[src/rtl/cst_pkg.sv]
`timescale 1ns / 1ps
package cst_pkg;

   localparam int MAX_RES = 5;

   localparam logic [1:0] EV_BYTE  = 2'd0;
   localparam logic [1:0] EV_TOKEN = 2'd1;
   localparam logic [1:0] EV_ERROR = 2'd2;
   localparam logic [1:0] EV_EOF   = 2'd3;

   localparam logic [5:0] KD_ID       = 6'd0;
   localparam logic [5:0] KD_NUM      = 6'd1;
   localparam logic [5:0] KD_CHR      = 6'd2;
   localparam logic [5:0] KD_STR      = 6'd3;
   localparam logic [5:0] KD_ELLIPSIS = 6'd32;
   localparam logic [5:0] KD_POINT    = 6'd33;
   localparam logic [5:0] KD_EOF      = 6'd43;
   localparam logic [5:0] KD_NONE     = 6'd63;

   localparam logic [2:0] ERR_NONE     = 3'd0;
   localparam logic [2:0] ERR_UNEXP    = 3'd1;
   localparam logic [2:0] ERR_BAD_CHAR = 3'd2;
   localparam logic [2:0] ERR_OPEN_COM = 3'd3;
   localparam logic [2:0] ERR_POINT2   = 3'd4;
   localparam logic [2:0] ERR_OPEN_LIT = 3'd5;

   localparam logic [7:0] CH_QUOTE  = 8'h27;
   localparam logic [7:0] CH_DQUOTE = 8'h22;
   localparam logic [7:0] CH_BSLASH = 8'h5C;
   localparam logic [7:0] CH_NL     = 8'h0A;

   typedef enum logic [16:0] {
      MODE_IDLE     = 17'h00001,
      MODE_IDENT    = 17'h00002,
      MODE_ZERO     = 17'h00004,
      MODE_DEC      = 17'h00008,
      MODE_HEX      = 17'h00010,
      MODE_BIN      = 17'h00020,
      MODE_CH_OPEN  = 17'h00040,
      MODE_CH_ESC   = 17'h00080,
      MODE_CH_CLOSE = 17'h00100,
      MODE_STR      = 17'h00200,
      MODE_STR_ESC  = 17'h00400,
      MODE_OP       = 17'h00800,
      MODE_DOTS     = 17'h01000,
      MODE_LCOM     = 17'h02000,
      MODE_BCOM     = 17'h04000,
      MODE_BSTAR    = 17'h08000,
      MODE_HALT     = 17'h10000
   } cst_mode_type;

   typedef struct packed {
      logic [1:0] ev;
      logic [5:0] kind;
      logic [7:0] pay;
      logic [2:0] err;
   } cst_res_type;

   typedef struct packed {
      logic [2:0]            n;
      cst_res_type [MAX_RES-1:0] r;
   } cst_bundle_type;

   function automatic logic is_digit(input logic [7:0] b);
      return b >= "0" && b <= "9";
   endfunction

   function automatic logic is_letter(input logic [7:0] b);
      return (b >= "A" && b <= "Z") || (b >= "a" && b <= "z");
   endfunction

   function automatic logic is_hexd(input logic [7:0] b);
      return is_digit(b) || (b >= "A" && b <= "F") || (b >= "a" && b <= "f");
   endfunction

   function automatic logic is_ws(input logic [7:0] b);
      return b == " " || b == CH_NL || b == 8'h09 || b == 8'h0D;
   endfunction

   function automatic logic [7:0] unescape(input logic [7:0] b);
      logic [7:0] r;
      unique case (b)
         "a":     r = 8'd7;
         "b":     r = 8'd8;
         "e":     r = 8'h1B;
         "f":     r = 8'd12;
         "n":     r = 8'd10;
         "r":     r = 8'd13;
         "t":     r = 8'd9;
         "v":     r = 8'd11;
         default: r = b;
      endcase
      return r;
   endfunction

   function automatic logic is_op_start(input logic [7:0] b);
      return b == "+" || b == "-" || b == "*" || b == "/" || b == "%" || b == "&" ||
             b == "|" || b == "^" || b == "=" || b == "!" || b == ">" || b == "<" ||
             b == ".";
   endfunction

   function automatic logic [5:0] punct_kind(input logic [7:0] b);
      logic [5:0] k;
      unique case (b)
         ",":     k = 6'd34;
         ":":     k = 6'd35;
         ";":     k = 6'd36;
         "(":     k = 6'd37;
         ")":     k = 6'd38;
         "{":     k = 6'd39;
         "}":     k = 6'd40;
         "[":     k = 6'd41;
         "]":     k = 6'd42;
         default: k = KD_NONE;
      endcase
      return k;
   endfunction

   // {single, doubled, followed by '='}
   function automatic logic [17:0] op_kinds(input logic [7:0] c);
      logic [17:0] k;
      unique case (c)
         "+":     k = {6'd6,  6'd4,    6'd5};
         "-":     k = {6'd9,  6'd7,    6'd8};
         "*":     k = {6'd11, KD_NONE, 6'd10};
         "/":     k = {6'd13, KD_NONE, 6'd12};
         "%":     k = {6'd15, KD_NONE, 6'd14};
         "&":     k = {6'd18, 6'd16,   6'd17};
         "|":     k = {6'd21, 6'd19,   6'd20};
         "^":     k = {6'd23, KD_NONE, 6'd22};
         "=":     k = {6'd25, 6'd24,   KD_NONE};
         "!":     k = {6'd27, KD_NONE, 6'd26};
         ">":     k = {6'd29, KD_NONE, 6'd28};
         "<":     k = {6'd31, KD_NONE, 6'd30};
         default: k = {KD_POINT, KD_NONE, KD_NONE};
      endcase
      return k;
   endfunction

endpackage

[src/rtl/cst_req_if.sv]
`timescale 1ns / 1ps
interface cst_req_if;
   logic       valid;
   logic       ready;
   logic [7:0] text_byte;
   logic       has_byte;
   logic       end_of_text;

   modport source (output valid, text_byte, has_byte, end_of_text, input ready);
   modport sink   (input valid, text_byte, has_byte, end_of_text, output ready);
endinterface

[src/rtl/cst_rsp_if.sv]
`timescale 1ns / 1ps
interface cst_rsp_if #(parameter int POSITION_BITS = 16);
   logic                     valid;
   logic                     ready;
   logic [1:0]               event_res;
   logic [5:0]               token_kind;
   logic [7:0]               payload;
   logic [2:0]               error_code;
   logic [POSITION_BITS-1:0] line;
   logic [POSITION_BITS-1:0] column;
   logic                     final_res;

   modport source (output valid, event_res, token_kind, payload, error_code, line, column,
                   final_res, input ready);
   modport sink   (input valid, event_res, token_kind, payload, error_code, line, column,
                   final_res, output ready);
endinterface

[src/rtl/c_like_source_tokenizer.sv]
`timescale 1ns / 1ps
// Streaming lexer for C-like source text.
// req: at most one source byte per transaction (text_byte, has_byte, end_of_text).
// rsp: token events; each request causes zero to five responses, the last
//      of which carries final_res. Payload bytes of identifiers, numbers and
//      literals come first, then the token-complete event.
// Front stage classifies the byte and updates lexer state in the cycle it
// is taken, and writes all of its events as one entry into a two-entry queue.
// The back stage plays the queue head out one event per cycle while rsp is ready.
// Responses are registered: each is played from the queue entry written when the request is taken.
// Throughput: one byte per cycle while rsp is ready and bytes yield at most one
// event; a byte with more events holds the back stage until all are played.
// Reset (synchronous) returns to line 1, column 1, empties the queue.
// When rsp stalls the queue fills and req.ready drops after two pending
// entries; no transaction is lost. After end_of_text the lexer starts
// fresh for the next text. Position counters saturate at 2**POSITION_BITS-1.
module c_like_source_tokenizer #(
   parameter int POSITION_BITS = 16
) (
   input  logic      clock,
   input  logic      reset,
   cst_req_if.sink   req,
   cst_rsp_if.source rsp
);
   import cst_pkg::*;

   logic                     push, room;
   cst_bundle_type           bundle;
   logic [POSITION_BITS-1:0] line_w [MAX_RES];
   logic [POSITION_BITS-1:0] col_w  [MAX_RES];

   cst_front #(.POSITION_BITS(POSITION_BITS)) u_front (
      .clock  (clock),
      .reset  (reset),
      .req    (req),
      .room   (room),
      .push   (push),
      .bundle (bundle),
      .line_o (line_w),
      .col_o  (col_w)
   );

   cst_back #(.POSITION_BITS(POSITION_BITS)) u_back (
      .clock  (clock),
      .reset  (reset),
      .push   (push),
      .bundle (bundle),
      .line_i (line_w),
      .col_i  (col_w),
      .room   (room),
      .rsp    (rsp)
   );

   a_reset_empty: assert property (@(posedge clock) reset |=> !rsp.valid)
      else $error("response valid right after reset");
   a_push_room: assert property (@(posedge clock) disable iff (reset) push |-> room)
      else $error("queue overflow");
   a_eof_final: assert property (@(posedge clock) disable iff (reset)
      rsp.valid && rsp.event_res == EV_EOF |-> rsp.final_res)
      else $error("end-of-file event not last");
   a_err_code: assert property (@(posedge clock) disable iff (reset)
      rsp.valid |-> ((rsp.event_res == EV_ERROR) == (rsp.error_code != ERR_NONE)))
      else $error("error code mismatch");
endmodule

[src/rtl/cst_front.sv]
`timescale 1ns / 1ps
module cst_front #(
   parameter int POSITION_BITS = 16
) (
   input  logic                        clock,
   input  logic                        reset,
   cst_req_if.sink                     req,
   input  logic                        room,
   output logic                        push,
   output cst_pkg::cst_bundle_type     bundle,
   output logic [POSITION_BITS-1:0]    line_o [cst_pkg::MAX_RES],
   output logic [POSITION_BITS-1:0]    col_o  [cst_pkg::MAX_RES]
);
   import cst_pkg::*;

   localparam logic [POSITION_BITS-1:0] POS_ONE = POSITION_BITS'(1);
   localparam logic [POSITION_BITS-1:0] POS_MAX = '1;

   cst_mode_type             mode_ff, mode_in;
   logic [7:0]               held_ff, held_in;
   logic                     ps_ff, ps_in;
   logic [POSITION_BITS-1:0] row_ff, row_in, col_ff, col_in, tsc_ff, tsc_in;
   logic [7:0]               lit_ff, lit_in;

   logic                     accept;
   logic [2:0]               n;
   cst_res_type              r [MAX_RES];
   logic [POSITION_BITS-1:0] ln [MAX_RES];
   logic [POSITION_BITS-1:0] cl [MAX_RES];
   logic                     refeed, do_start, dec_path, in_lit;
   logic [7:0]               b;
   logic [17:0]              ok;

   function automatic logic [POSITION_BITS-1:0] sat_inc(input logic [POSITION_BITS-1:0] v);
      return (v == POS_MAX) ? v : v + POS_ONE;
   endfunction

   assign req.ready = room;
   assign accept    = req.valid && req.ready;
   assign push      = accept && (n != 3'd0);

   always_comb begin
      bundle.n = n;
      for (int i = 0; i < MAX_RES; i++) begin
         bundle.r[i] = r[i];
         line_o[i]   = ln[i];
         col_o[i]    = cl[i];
      end
   end

   always_comb begin
      mode_in  = mode_ff;
      held_in  = held_ff;
      ps_in    = ps_ff;
      row_in   = row_ff;
      col_in   = col_ff;
      tsc_in   = tsc_ff;
      lit_in   = lit_ff;
      n        = 3'd0;
      refeed   = 1'b0;
      do_start = 1'b0;
      dec_path = 1'b0;
      in_lit   = 1'b0;
      b        = req.text_byte;
      ok       = op_kinds(held_ff);
      for (int i = 0; i < MAX_RES; i++) begin
         r[i]  = '0;
         ln[i] = '0;
         cl[i] = '0;
      end

      if (req.has_byte) begin
         unique case (mode_ff)
            MODE_IDLE: do_start = 1'b1;
            MODE_IDENT: begin
               if (is_letter(b) || is_digit(b) || b == "_") begin
                  r[n] = '{EV_BYTE, KD_ID, b, ERR_NONE}; ln[n] = row_ff; cl[n] = tsc_ff;
                  n = n + 3'd1;
               end else begin
                  r[n] = '{EV_TOKEN, KD_ID, 8'd0, ERR_NONE}; ln[n] = row_ff; cl[n] = tsc_ff;
                  n = n + 3'd1;
                  mode_in = MODE_IDLE;
                  refeed  = 1'b1;
               end
            end
            MODE_ZERO: begin
               if (b == "x" || b == "b") begin
                  r[n] = '{EV_BYTE, KD_NUM, b, ERR_NONE}; ln[n] = row_ff; cl[n] = tsc_ff;
                  n = n + 3'd1;
                  mode_in = (b == "x") ? MODE_HEX : MODE_BIN;
               end else begin
                  mode_in  = MODE_DEC;
                  dec_path = 1'b1;
               end
            end
            MODE_DEC: dec_path = 1'b1;
            MODE_HEX, MODE_BIN: begin
               if (b == CH_QUOTE) begin
               end else if ((mode_ff == MODE_HEX) ? is_hexd(b) : (b == "0" || b == "1")) begin
                  r[n] = '{EV_BYTE, KD_NUM, b, ERR_NONE}; ln[n] = row_ff; cl[n] = tsc_ff;
                  n = n + 3'd1;
               end else begin
                  r[n] = '{EV_TOKEN, KD_NUM, 8'd0, ERR_NONE}; ln[n] = row_ff; cl[n] = tsc_ff;
                  n = n + 3'd1;
                  mode_in = MODE_IDLE;
                  refeed  = 1'b1;
               end
            end
            MODE_CH_OPEN: begin
               in_lit = 1'b1;
               if (b == CH_BSLASH) mode_in = MODE_CH_ESC;
               else begin
                  lit_in  = b;
                  mode_in = MODE_CH_CLOSE;
               end
            end
            MODE_CH_ESC: begin
               in_lit  = 1'b1;
               lit_in  = unescape(b);
               mode_in = MODE_CH_CLOSE;
            end
            MODE_CH_CLOSE: begin
               in_lit = 1'b1;
               if (b == CH_QUOTE) begin
                  r[n] = '{EV_BYTE, KD_CHR, lit_ff, ERR_NONE}; ln[n] = row_ff; cl[n] = tsc_ff;
                  n = n + 3'd1;
                  r[n] = '{EV_TOKEN, KD_CHR, 8'd0, ERR_NONE}; ln[n] = row_ff; cl[n] = tsc_ff;
                  n = n + 3'd1;
                  mode_in = MODE_IDLE;
               end else begin
                  r[n] = '{EV_ERROR, KD_ID, 8'd0, ERR_BAD_CHAR}; ln[n] = row_ff; cl[n] = col_ff;
                  n = n + 3'd1;
                  mode_in = MODE_HALT;
               end
            end
            MODE_STR: begin
               in_lit = 1'b1;
               if (b == CH_DQUOTE) begin
                  r[n] = '{EV_TOKEN, KD_STR, 8'd0, ERR_NONE}; ln[n] = row_ff; cl[n] = tsc_ff;
                  n = n + 3'd1;
                  mode_in = MODE_IDLE;
               end else if (b == CH_BSLASH) mode_in = MODE_STR_ESC;
               else begin
                  r[n] = '{EV_BYTE, KD_STR, b, ERR_NONE}; ln[n] = row_ff; cl[n] = tsc_ff;
                  n = n + 3'd1;
               end
            end
            MODE_STR_ESC: begin
               in_lit = 1'b1;
               r[n] = '{EV_BYTE, KD_STR, unescape(b), ERR_NONE}; ln[n] = row_ff; cl[n] = tsc_ff;
               n = n + 3'd1;
               mode_in = MODE_STR;
            end
            MODE_OP: begin
               if (held_ff == "/" && b == "/") mode_in = MODE_LCOM;
               else if (held_ff == "/" && b == "*") mode_in = MODE_BCOM;
               else if (held_ff == ".") begin
                  if (b == ".") mode_in = MODE_DOTS;
                  else begin
                     r[n] = '{EV_TOKEN, KD_POINT, 8'd0, ERR_NONE}; ln[n] = row_ff;
                     cl[n] = tsc_ff;
                     n = n + 3'd1;
                     mode_in = MODE_IDLE;
                     refeed  = 1'b1;
                  end
               end else begin
                  mode_in = MODE_IDLE;
                  ln[n] = row_ff;
                  cl[n] = tsc_ff;
                  if (ok[11:6] != KD_NONE && b == held_ff)
                     r[n] = '{EV_TOKEN, ok[11:6], 8'd0, ERR_NONE};
                  else if (ok[5:0] != KD_NONE && b == "=")
                     r[n] = '{EV_TOKEN, ok[5:0], 8'd0, ERR_NONE};
                  else begin
                     r[n] = '{EV_TOKEN, ok[17:12], 8'd0, ERR_NONE};
                     refeed = 1'b1;
                  end
                  n = n + 3'd1;
               end
            end
            MODE_DOTS: begin
               mode_in = MODE_IDLE;
               if (b == ".") begin
                  r[n] = '{EV_TOKEN, KD_ELLIPSIS, 8'd0, ERR_NONE}; ln[n] = row_ff;
                  cl[n] = tsc_ff;
                  n = n + 3'd1;
               end else begin
                  r[n] = '{EV_TOKEN, KD_POINT, 8'd0, ERR_NONE}; ln[n] = row_ff; cl[n] = tsc_ff;
                  n = n + 3'd1;
                  r[n] = '{EV_TOKEN, KD_POINT, 8'd0, ERR_NONE}; ln[n] = row_ff;
                  cl[n] = sat_inc(tsc_ff);
                  n = n + 3'd1;
                  refeed = 1'b1;
               end
            end
            MODE_LCOM: if (b == CH_NL) begin
               mode_in = MODE_IDLE;
               refeed  = 1'b1;
            end
            MODE_BCOM: if (b == "*") mode_in = MODE_BSTAR;
            MODE_BSTAR: begin
               if (b == "/") mode_in = MODE_IDLE;
               else if (b != "*") mode_in = MODE_BCOM;
            end
            MODE_HALT: ;
            default: ;
         endcase

         // a leading zero that does not open hex or binary continues as decimal
         if (dec_path) begin
            if (b == CH_QUOTE) begin
            end else if (is_digit(b)) begin
               r[n] = '{EV_BYTE, KD_NUM, b, ERR_NONE}; ln[n] = row_ff; cl[n] = tsc_ff;
               n = n + 3'd1;
            end else if (b == ".") begin
               if (ps_ff) begin
                  r[n] = '{EV_ERROR, KD_ID, 8'd0, ERR_POINT2}; ln[n] = row_ff; cl[n] = col_ff;
                  n = n + 3'd1;
                  mode_in = MODE_HALT;
               end else begin
                  ps_in = 1'b1;
                  r[n] = '{EV_BYTE, KD_NUM, b, ERR_NONE}; ln[n] = row_ff; cl[n] = tsc_ff;
                  n = n + 3'd1;
               end
            end else begin
               r[n] = '{EV_TOKEN, KD_NUM, 8'd0, ERR_NONE}; ln[n] = row_ff; cl[n] = tsc_ff;
               n = n + 3'd1;
               mode_in = MODE_IDLE;
               refeed  = 1'b1;
            end
         end

         if (do_start || refeed) begin
            tsc_in = col_ff;
            ln[n]  = row_ff;
            cl[n]  = col_ff;
            if (is_ws(b)) begin
            end else if (is_digit(b)) begin
               ps_in   = 1'b0;
               mode_in = (b == "0") ? MODE_ZERO : MODE_DEC;
               r[n] = '{EV_BYTE, KD_NUM, b, ERR_NONE};
               n = n + 3'd1;
            end else if (is_letter(b) || b == "_") begin
               mode_in = MODE_IDENT;
               r[n] = '{EV_BYTE, KD_ID, b, ERR_NONE};
               n = n + 3'd1;
            end else if (b == CH_QUOTE) mode_in = MODE_CH_OPEN;
            else if (b == CH_DQUOTE) mode_in = MODE_STR;
            else if (is_op_start(b)) begin
               held_in = b;
               mode_in = MODE_OP;
            end else if (punct_kind(b) != KD_NONE) begin
               r[n] = '{EV_TOKEN, punct_kind(b), 8'd0, ERR_NONE};
               n = n + 3'd1;
            end else begin
               r[n] = '{EV_ERROR, KD_ID, 8'd0, ERR_UNEXP};
               n = n + 3'd1;
               mode_in = MODE_HALT;
            end
         end

         if (b == CH_NL && !in_lit) begin
            row_in = sat_inc(row_ff);
            col_in = POS_ONE;
         end else begin
            col_in = sat_inc(col_ff);
         end
      end

      if (req.end_of_text) begin
         ok    = op_kinds(held_in);
         ln[n] = row_in;
         cl[n] = tsc_in;
         unique case (mode_in)
            MODE_IDENT: begin
               r[n] = '{EV_TOKEN, KD_ID, 8'd0, ERR_NONE};
               n = n + 3'd1;
            end
            MODE_ZERO, MODE_DEC, MODE_HEX, MODE_BIN: begin
               r[n] = '{EV_TOKEN, KD_NUM, 8'd0, ERR_NONE};
               n = n + 3'd1;
            end
            MODE_CH_OPEN, MODE_CH_ESC, MODE_CH_CLOSE, MODE_STR, MODE_STR_ESC: begin
               r[n] = '{EV_ERROR, KD_ID, 8'd0, ERR_OPEN_LIT};
               cl[n] = col_in;
               n = n + 3'd1;
            end
            MODE_OP: begin
               r[n] = '{EV_TOKEN, ok[17:12], 8'd0, ERR_NONE};
               n = n + 3'd1;
            end
            MODE_DOTS: begin
               r[n] = '{EV_TOKEN, KD_POINT, 8'd0, ERR_NONE};
               n = n + 3'd1;
               r[n] = '{EV_TOKEN, KD_POINT, 8'd0, ERR_NONE};
               ln[n] = row_in;
               cl[n] = sat_inc(tsc_in);
               n = n + 3'd1;
            end
            MODE_BCOM, MODE_BSTAR: begin
               r[n] = '{EV_ERROR, KD_ID, 8'd0, ERR_OPEN_COM};
               cl[n] = col_in;
               n = n + 3'd1;
            end
            default: ;
         endcase
         r[n]  = '{EV_EOF, KD_EOF, 8'd0, ERR_NONE};
         ln[n] = row_in;
         cl[n] = col_in;
         n = n + 3'd1;
         mode_in = MODE_IDLE;
         held_in = 8'd0;
         ps_in   = 1'b0;
         row_in  = POS_ONE;
         col_in  = POS_ONE;
         tsc_in  = '0;
         lit_in  = 8'd0;
      end
   end

   always_ff @(posedge clock) begin
      if (reset) begin
         mode_ff <= MODE_IDLE;
         held_ff <= 8'd0;
         ps_ff   <= 1'b0;
         row_ff  <= POS_ONE;
         col_ff  <= POS_ONE;
         tsc_ff  <= '0;
         lit_ff  <= 8'd0;
      end else if (accept) begin
         mode_ff <= mode_in;
         held_ff <= held_in;
         ps_ff   <= ps_in;
         row_ff  <= row_in;
         col_ff  <= col_in;
         tsc_ff  <= tsc_in;
         lit_ff  <= lit_in;
      end
   end
endmodule

[src/rtl/cst_back.sv]
`timescale 1ns / 1ps
module cst_back #(
   parameter int POSITION_BITS = 16
) (
   input  logic                        clock,
   input  logic                        reset,
   input  logic                        push,
   input  cst_pkg::cst_bundle_type     bundle,
   input  logic [POSITION_BITS-1:0]    line_i [cst_pkg::MAX_RES],
   input  logic [POSITION_BITS-1:0]    col_i  [cst_pkg::MAX_RES],
   output logic                        room,
   cst_rsp_if.source                   rsp
);
   import cst_pkg::*;

   cst_bundle_type           q_ff [2];
   logic [POSITION_BITS-1:0] ln_ff [2][MAX_RES];
   logic [POSITION_BITS-1:0] cl_ff [2][MAX_RES];
   logic                     wr_ff, rd_ff;
   logic [1:0]               used_ff, used_in;
   logic [2:0]               idx_ff;
   logic                     last, pop;
   cst_res_type              cur;

   assign room  = used_ff != 2'd2;
   assign cur   = q_ff[rd_ff].r[idx_ff];
   assign last  = idx_ff == q_ff[rd_ff].n - 3'd1;
   assign pop   = rsp.valid && rsp.ready && last;

   assign rsp.valid      = used_ff != 2'd0;
   assign rsp.event_res  = cur.ev;
   assign rsp.token_kind = cur.kind;
   assign rsp.payload    = cur.pay;
   assign rsp.error_code = cur.err;
   assign rsp.line       = ln_ff[rd_ff][idx_ff];
   assign rsp.column     = cl_ff[rd_ff][idx_ff];
   assign rsp.final_res  = last;

   always_comb begin
      used_in = used_ff;
      if (push && !pop) used_in = used_ff + 2'd1;
      else if (!push && pop) used_in = used_ff - 2'd1;
   end

   always_ff @(posedge clock) begin
      if (push) begin
         q_ff[wr_ff]  <= bundle;
         ln_ff[wr_ff] <= line_i;
         cl_ff[wr_ff] <= col_i;
      end
   end

   always_ff @(posedge clock) begin
      if (reset) begin
         wr_ff   <= 1'b0;
         rd_ff   <= 1'b0;
         used_ff <= 2'd0;
         idx_ff  <= 3'd0;
      end else begin
         used_ff <= used_in;
         if (push) wr_ff <= ~wr_ff;
         if (pop) begin
            rd_ff  <= ~rd_ff;
            idx_ff <= 3'd0;
         end else if (rsp.valid && rsp.ready) begin
            idx_ff <= idx_ff + 3'd1;
         end
      end
   end
endmodule

[src/flat_wrapper.sv]
// flat-port wrapper written by rule: the top's interface ports become plain ports
module c_like_source_tokenizer_flat import cst_pkg::*;
#(
   parameter int POSITION_BITS = 16
)
  (clock, reset, req_valid, req_text_byte, req_has_byte, req_end_of_text, req_ready, rsp_valid, rsp_event_res, rsp_token_kind, rsp_payload, rsp_error_code, rsp_line, rsp_column, rsp_final_res, rsp_ready);
  cst_req_if req_i ();
  cst_rsp_if #(.POSITION_BITS(POSITION_BITS)) rsp_i ();
  input  logic clock;
  input  logic reset;
  input wire logic [$bits(req_i.valid)-1:0] req_valid;
  input wire logic [$bits(req_i.text_byte)-1:0] req_text_byte;
  input wire logic [$bits(req_i.has_byte)-1:0] req_has_byte;
  input wire logic [$bits(req_i.end_of_text)-1:0] req_end_of_text;
  output wire logic [$bits(req_i.ready)-1:0] req_ready;
  output wire logic [$bits(rsp_i.valid)-1:0] rsp_valid;
  output wire logic [$bits(rsp_i.event_res)-1:0] rsp_event_res;
  output wire logic [$bits(rsp_i.token_kind)-1:0] rsp_token_kind;
  output wire logic [$bits(rsp_i.payload)-1:0] rsp_payload;
  output wire logic [$bits(rsp_i.error_code)-1:0] rsp_error_code;
  output wire logic [$bits(rsp_i.line)-1:0] rsp_line;
  output wire logic [$bits(rsp_i.column)-1:0] rsp_column;
  output wire logic [$bits(rsp_i.final_res)-1:0] rsp_final_res;
  input wire logic [$bits(rsp_i.ready)-1:0] rsp_ready;
  assign req_i.valid = req_valid;
  assign req_i.text_byte = req_text_byte;
  assign req_i.has_byte = req_has_byte;
  assign req_i.end_of_text = req_end_of_text;
  assign req_ready = req_i.ready;
  assign rsp_valid = rsp_i.valid;
  assign rsp_event_res = rsp_i.event_res;
  assign rsp_token_kind = rsp_i.token_kind;
  assign rsp_payload = rsp_i.payload;
  assign rsp_error_code = rsp_i.error_code;
  assign rsp_line = rsp_i.line;
  assign rsp_column = rsp_i.column;
  assign rsp_final_res = rsp_i.final_res;
  assign rsp_i.ready = rsp_ready;
  c_like_source_tokenizer #(.POSITION_BITS(POSITION_BITS)) u_core (.clock(clock), .reset(reset), .req(req_i), .rsp(rsp_i));
endmodule
[config.mk]
export PLATFORM = sky130hd
export DESIGN_NAME = c_like_source_tokenizer_flat
export DESIGN_NICKNAME = d
export VERILOG_FILES = /design/src/rtl/cst_pkg.sv /design/src/rtl/cst_req_if.sv /design/src/rtl/cst_rsp_if.sv /design/src/rtl/c_like_source_tokenizer.sv /design/src/rtl/cst_front.sv /design/src/rtl/cst_back.sv /design/src/flat_wrapper.sv
export SDC_FILE = /design/constraint.sdc
export NUM_CORES = 2
export LEC_CHECK = 0
export ABC_AREA = 0
export BUFFER_PORTS_ARGS = -buffer_cell sky130_fd_sc_hd__buf_2
export CORE_UTILIZATION = 45
export CTS_CLUSTER_DIAMETER = 100
export CTS_CLUSTER_SIZE = 16
export DETAILED_ROUTE_END_ITERATION = 10
export PLACE_DENSITY = 0.68
export SYNTH_ARGS = -nofsm -noshare
export SYNTH_HDL_FRONTEND = slang
export SYNTH_HIERARCHICAL = 1
export SYNTH_SLANG_ARGS = --single-unit
[constraint.sdc]
create_clock -name clock -period 29.7 [get_ports clock]
set_input_delay 5.94 -clock clock [delete_from_list [all_inputs] [get_ports clock]]
set_output_delay 5.94 -clock clock [all_outputs]
set_load 0.02 [all_outputs]
==> run metrics <==
Ant. Diodes=0; largest net degree at the start of global routing=79; layout filler cell count=7229; hold_buf cts=0; Worst-Margin Slew=1.36 ns; Setup crit end kind=flip-flop; initial core utilization=0.454; Num CTS Buffers=45; port bufs=67; Post-synth ARST share=0; synthesized area=0.0358 mm2; Critical Path AT=14.73 ns; Cell Rows=103; post-synthesis xor/xnor area fraction=0.0147; drc violations=0; RSZ-0062 raised after global routing=no; Adder-Cell Fraction of Synth Area=0.00524; I/O Pins=68; gpl congestion=1.02; commonest non-fill, non-tap cell in the layout=edfxtp_1; PwrDens=56.7 mW/mm2; Data required, critical path=29.91 ns; Cells after Synth=3470; worst vdd ir=0.0406 mV; Final Hold Viols=0; Reg area=0.0173 mm2; FMAX=68.8 MHz; First-pass DRT Iterations=8; total gr overflow=0; # setup viols final=0; WL per Instance=26.7 um; CTS tree=built; Worst Setup Start Kind=input pin; number of synthesized flops with an enable pin=516; detailed-route via count=29700; Layout Utilization=0.483; number of synthesized register bits=606; NumNets Final=3383; layout cell share with drive strength beyond 1=0.114; synth-to-layout area growth=6.33%; post-synthesis sequential area ratio=0.483; core area=0.0789 mm2; most frequent cells in the layout=edfxtp_1, nor2_1, nand2_1, a21oi_1, o21ai_0; flop2flop setup slack=20.65 ns; Slew Limit Fails=0; Critical Path Source=req_text_byte[1]; vias in the first global route=28100; Period minus WS final=14.53 ns; relative slew slack=0.0966; CTS H-Tree Depth=2; crit path capture=u_core/u_back/q_ff[1][7]; 1st-iter DRT viols=4012; maximum capacitance violations=0; Max Clock Skew=0.0257 ns; Post-Synth Simple-Gate Area=0.155; dominant synthesized flop cell=edfxtp_1; Pwr Total=0.00216 W; Horiz. Die Dim=284 um; CP Class=input pin to flip-flop; period utilization=0.489; leakage=12.3 nW; DRT antenna net count=0; area occupied by multi-input gates=0.0171 mm2; synthesized area per cell=10.3 um2; Die Height=284 um; Compound-Gate Fraction of Synth Area=0.188; status=complete, no violations; largest family of logic cells by synthesized area=compound AO/OA/AOI/OAI gates; CTS-repair resized insts=0; CTS clock-pin slew for the worst setup and hold paths=0.06 ns; DP Wirelength=79.5 mm; post-synthesis mux area share=0.109; Die ar.=0.0807 mm2; CTS max path bufs=3; FF-to-FF path depth=22; vias per inst=6.69; initial antenna violation count=1; r2r endpoint=u_core/u_back/q_ff[1][7]; final wirelength=118 mm; Cells on Worst Hold Path=2; Root Driver=clkbuf_16; Fin Setup TNS=0 ns; post-synthesis cell type count=113; first-pass GRT wire length=177 mm; Hold Crit Class=flip-flop to flip-flop; Sink Count=606; clock latency on the worst-skew pair=0.60 ns; Total Routing Usage GR=0.285; critical-path maximum fanout=65; Setup Fix Bufs, Post-CTS=0; Reg-to-Reg Start=u_core/u_front/mode_ff[14]; yosys warns=6
-- per-stage QoR --
step	worst slack (ns)	hold WS (ns)	cells	instance area [um2]
final	15.17	0.517	4438	38100
after global routing	14.75	0.566	4438	38100
after CTS	15.44	0.509	4438	38100
after detailed placement	14.80	0.492	4357	36700
after global placement	14.86	0.485	4357	36700
after floorplan	6.94	0.454	3488	35900
-- kinds of logic after synthesis --
kind of cell,Yosys count
buffers and inverters,370
XOR/XNOR,60
flip-flops,606
other,1
multiplexers,262
adder cells (fa/ha/maj),15
AO/OA/AOI/OAI,1026
AND/OR/NAND/NOR,1130
-- synthesized netlist by cell type, drive strengths merged (53+ instances only) --
library cell / instances / area share
edfxtp: 516 / 0.43
nor2: 318 / 0.034
nand2: 310 / 0.032
a21oi: 260 / 0.037
o21ai: 255 / 0.036
clkbuf: 209 / 0.022
mux2i: 149 / 0.042
buf: 108 / 0.018
mux4: 102 / 0.064
o22ai: 101 / 0.018
nand3: 98 / 0.014
dfxtp: 90 / 0.050
a22oi: 71 / 0.016
nor3: 70 / 0.010
nand4: 61 / 0.011
a22o: 53 / 0.013
-- registers in the layout, indices dropped and copies added (netlist names), named ones only --
name and flops:
u_core/u_back/idx_ff 3, u_core/u_back/rd_ff 1, u_core/u_back/cl_ff 160, u_core/u_back/wr_ff 1, u_core/u_front/mode_ff 17, u_core/u_back/q_ff 196, u_core/u_back/used_ff 2, u_core/u_front/lit_ff 8
u_core/u_front/row_ff 16, u_core/u_front/col_ff 16, u_core/u_front/held_ff 8, u_core/u_front/tsc_ff 16, u_core/u_back/ln_ff 160, u_core/u_front/ps_ff 1
-- critical path: stages --
cell and delay [ns]:
buf_2 0.55, or4_1 0.32, nor2_1 0.09, o31ai_1 0.98
nor3_1 0.29, a211oi_2 0.73, a21oi_4 0.10, buf_4 0.32
a22oi_4 0.34, nand4b_1 0.36, a2111oi_2 0.64, a31oi_2 0.15
nand3_2 0.33, nand2_1 0.08, o21ai_0 0.08, nand2_1 0.08
ha_1 0.27, nand2_1 0.05, o21ai_0 0.18, o31a_1 0.29
and2_4 0.79, buf_4 0.80, buf_4 0.80
-- power breakdown --
part / total (W) / switching [W] / internal [W]
Combinational: 0.000490 / 0.000319 / 0.000171
Sequential: 0.00108 / 0.0000372 / 0.00104
Clock: 0.000594 / 0.000291 / 0.000303
Total: 0.00216 / 0.000647 / 0.00151
-- final cells by class --
type                       instances  area share
sequential                       606       0.454
inverter                          53     0.00522
multi-input combinational       2512       0.448
timing repair buffer             136      0.0226
tap                             1050      0.0345
clock inverter                     5     0.00217
clock buffer                      76      0.0334
-- layer usage --
layer | track usage | wire [um]
met5 | 0 | 15
met4 | 0.138 | 6300
met3 | 0.0574 | 11900
met2 | 0.448 | 53900
met1 | 0.377 | 46100
-- how the worst min path moves through the flow --
stage                              from                  endpoint
6_report       u_core/u_front/lit_ff[0]  u_core/u_front/lit_ff[0]
5_1_grt        u_core/u_back/used_ff[1]  u_core/u_back/used_ff[1]
4_1_cts        u_core/u_front/lit_ff[0]  u_core/u_front/lit_ff[0]
3_5_place_dp   u_core/u_front/lit_ff[0]  u_core/u_front/lit_ff[0]
3_3_place_gp   u_core/u_back/used_ff[1]  u_core/u_back/used_ff[1]
2_1_floorplan  u_core/u_front/lit_ff[4]  u_core/u_front/lit_ff[4]
(Power assumes the default switching activity.)
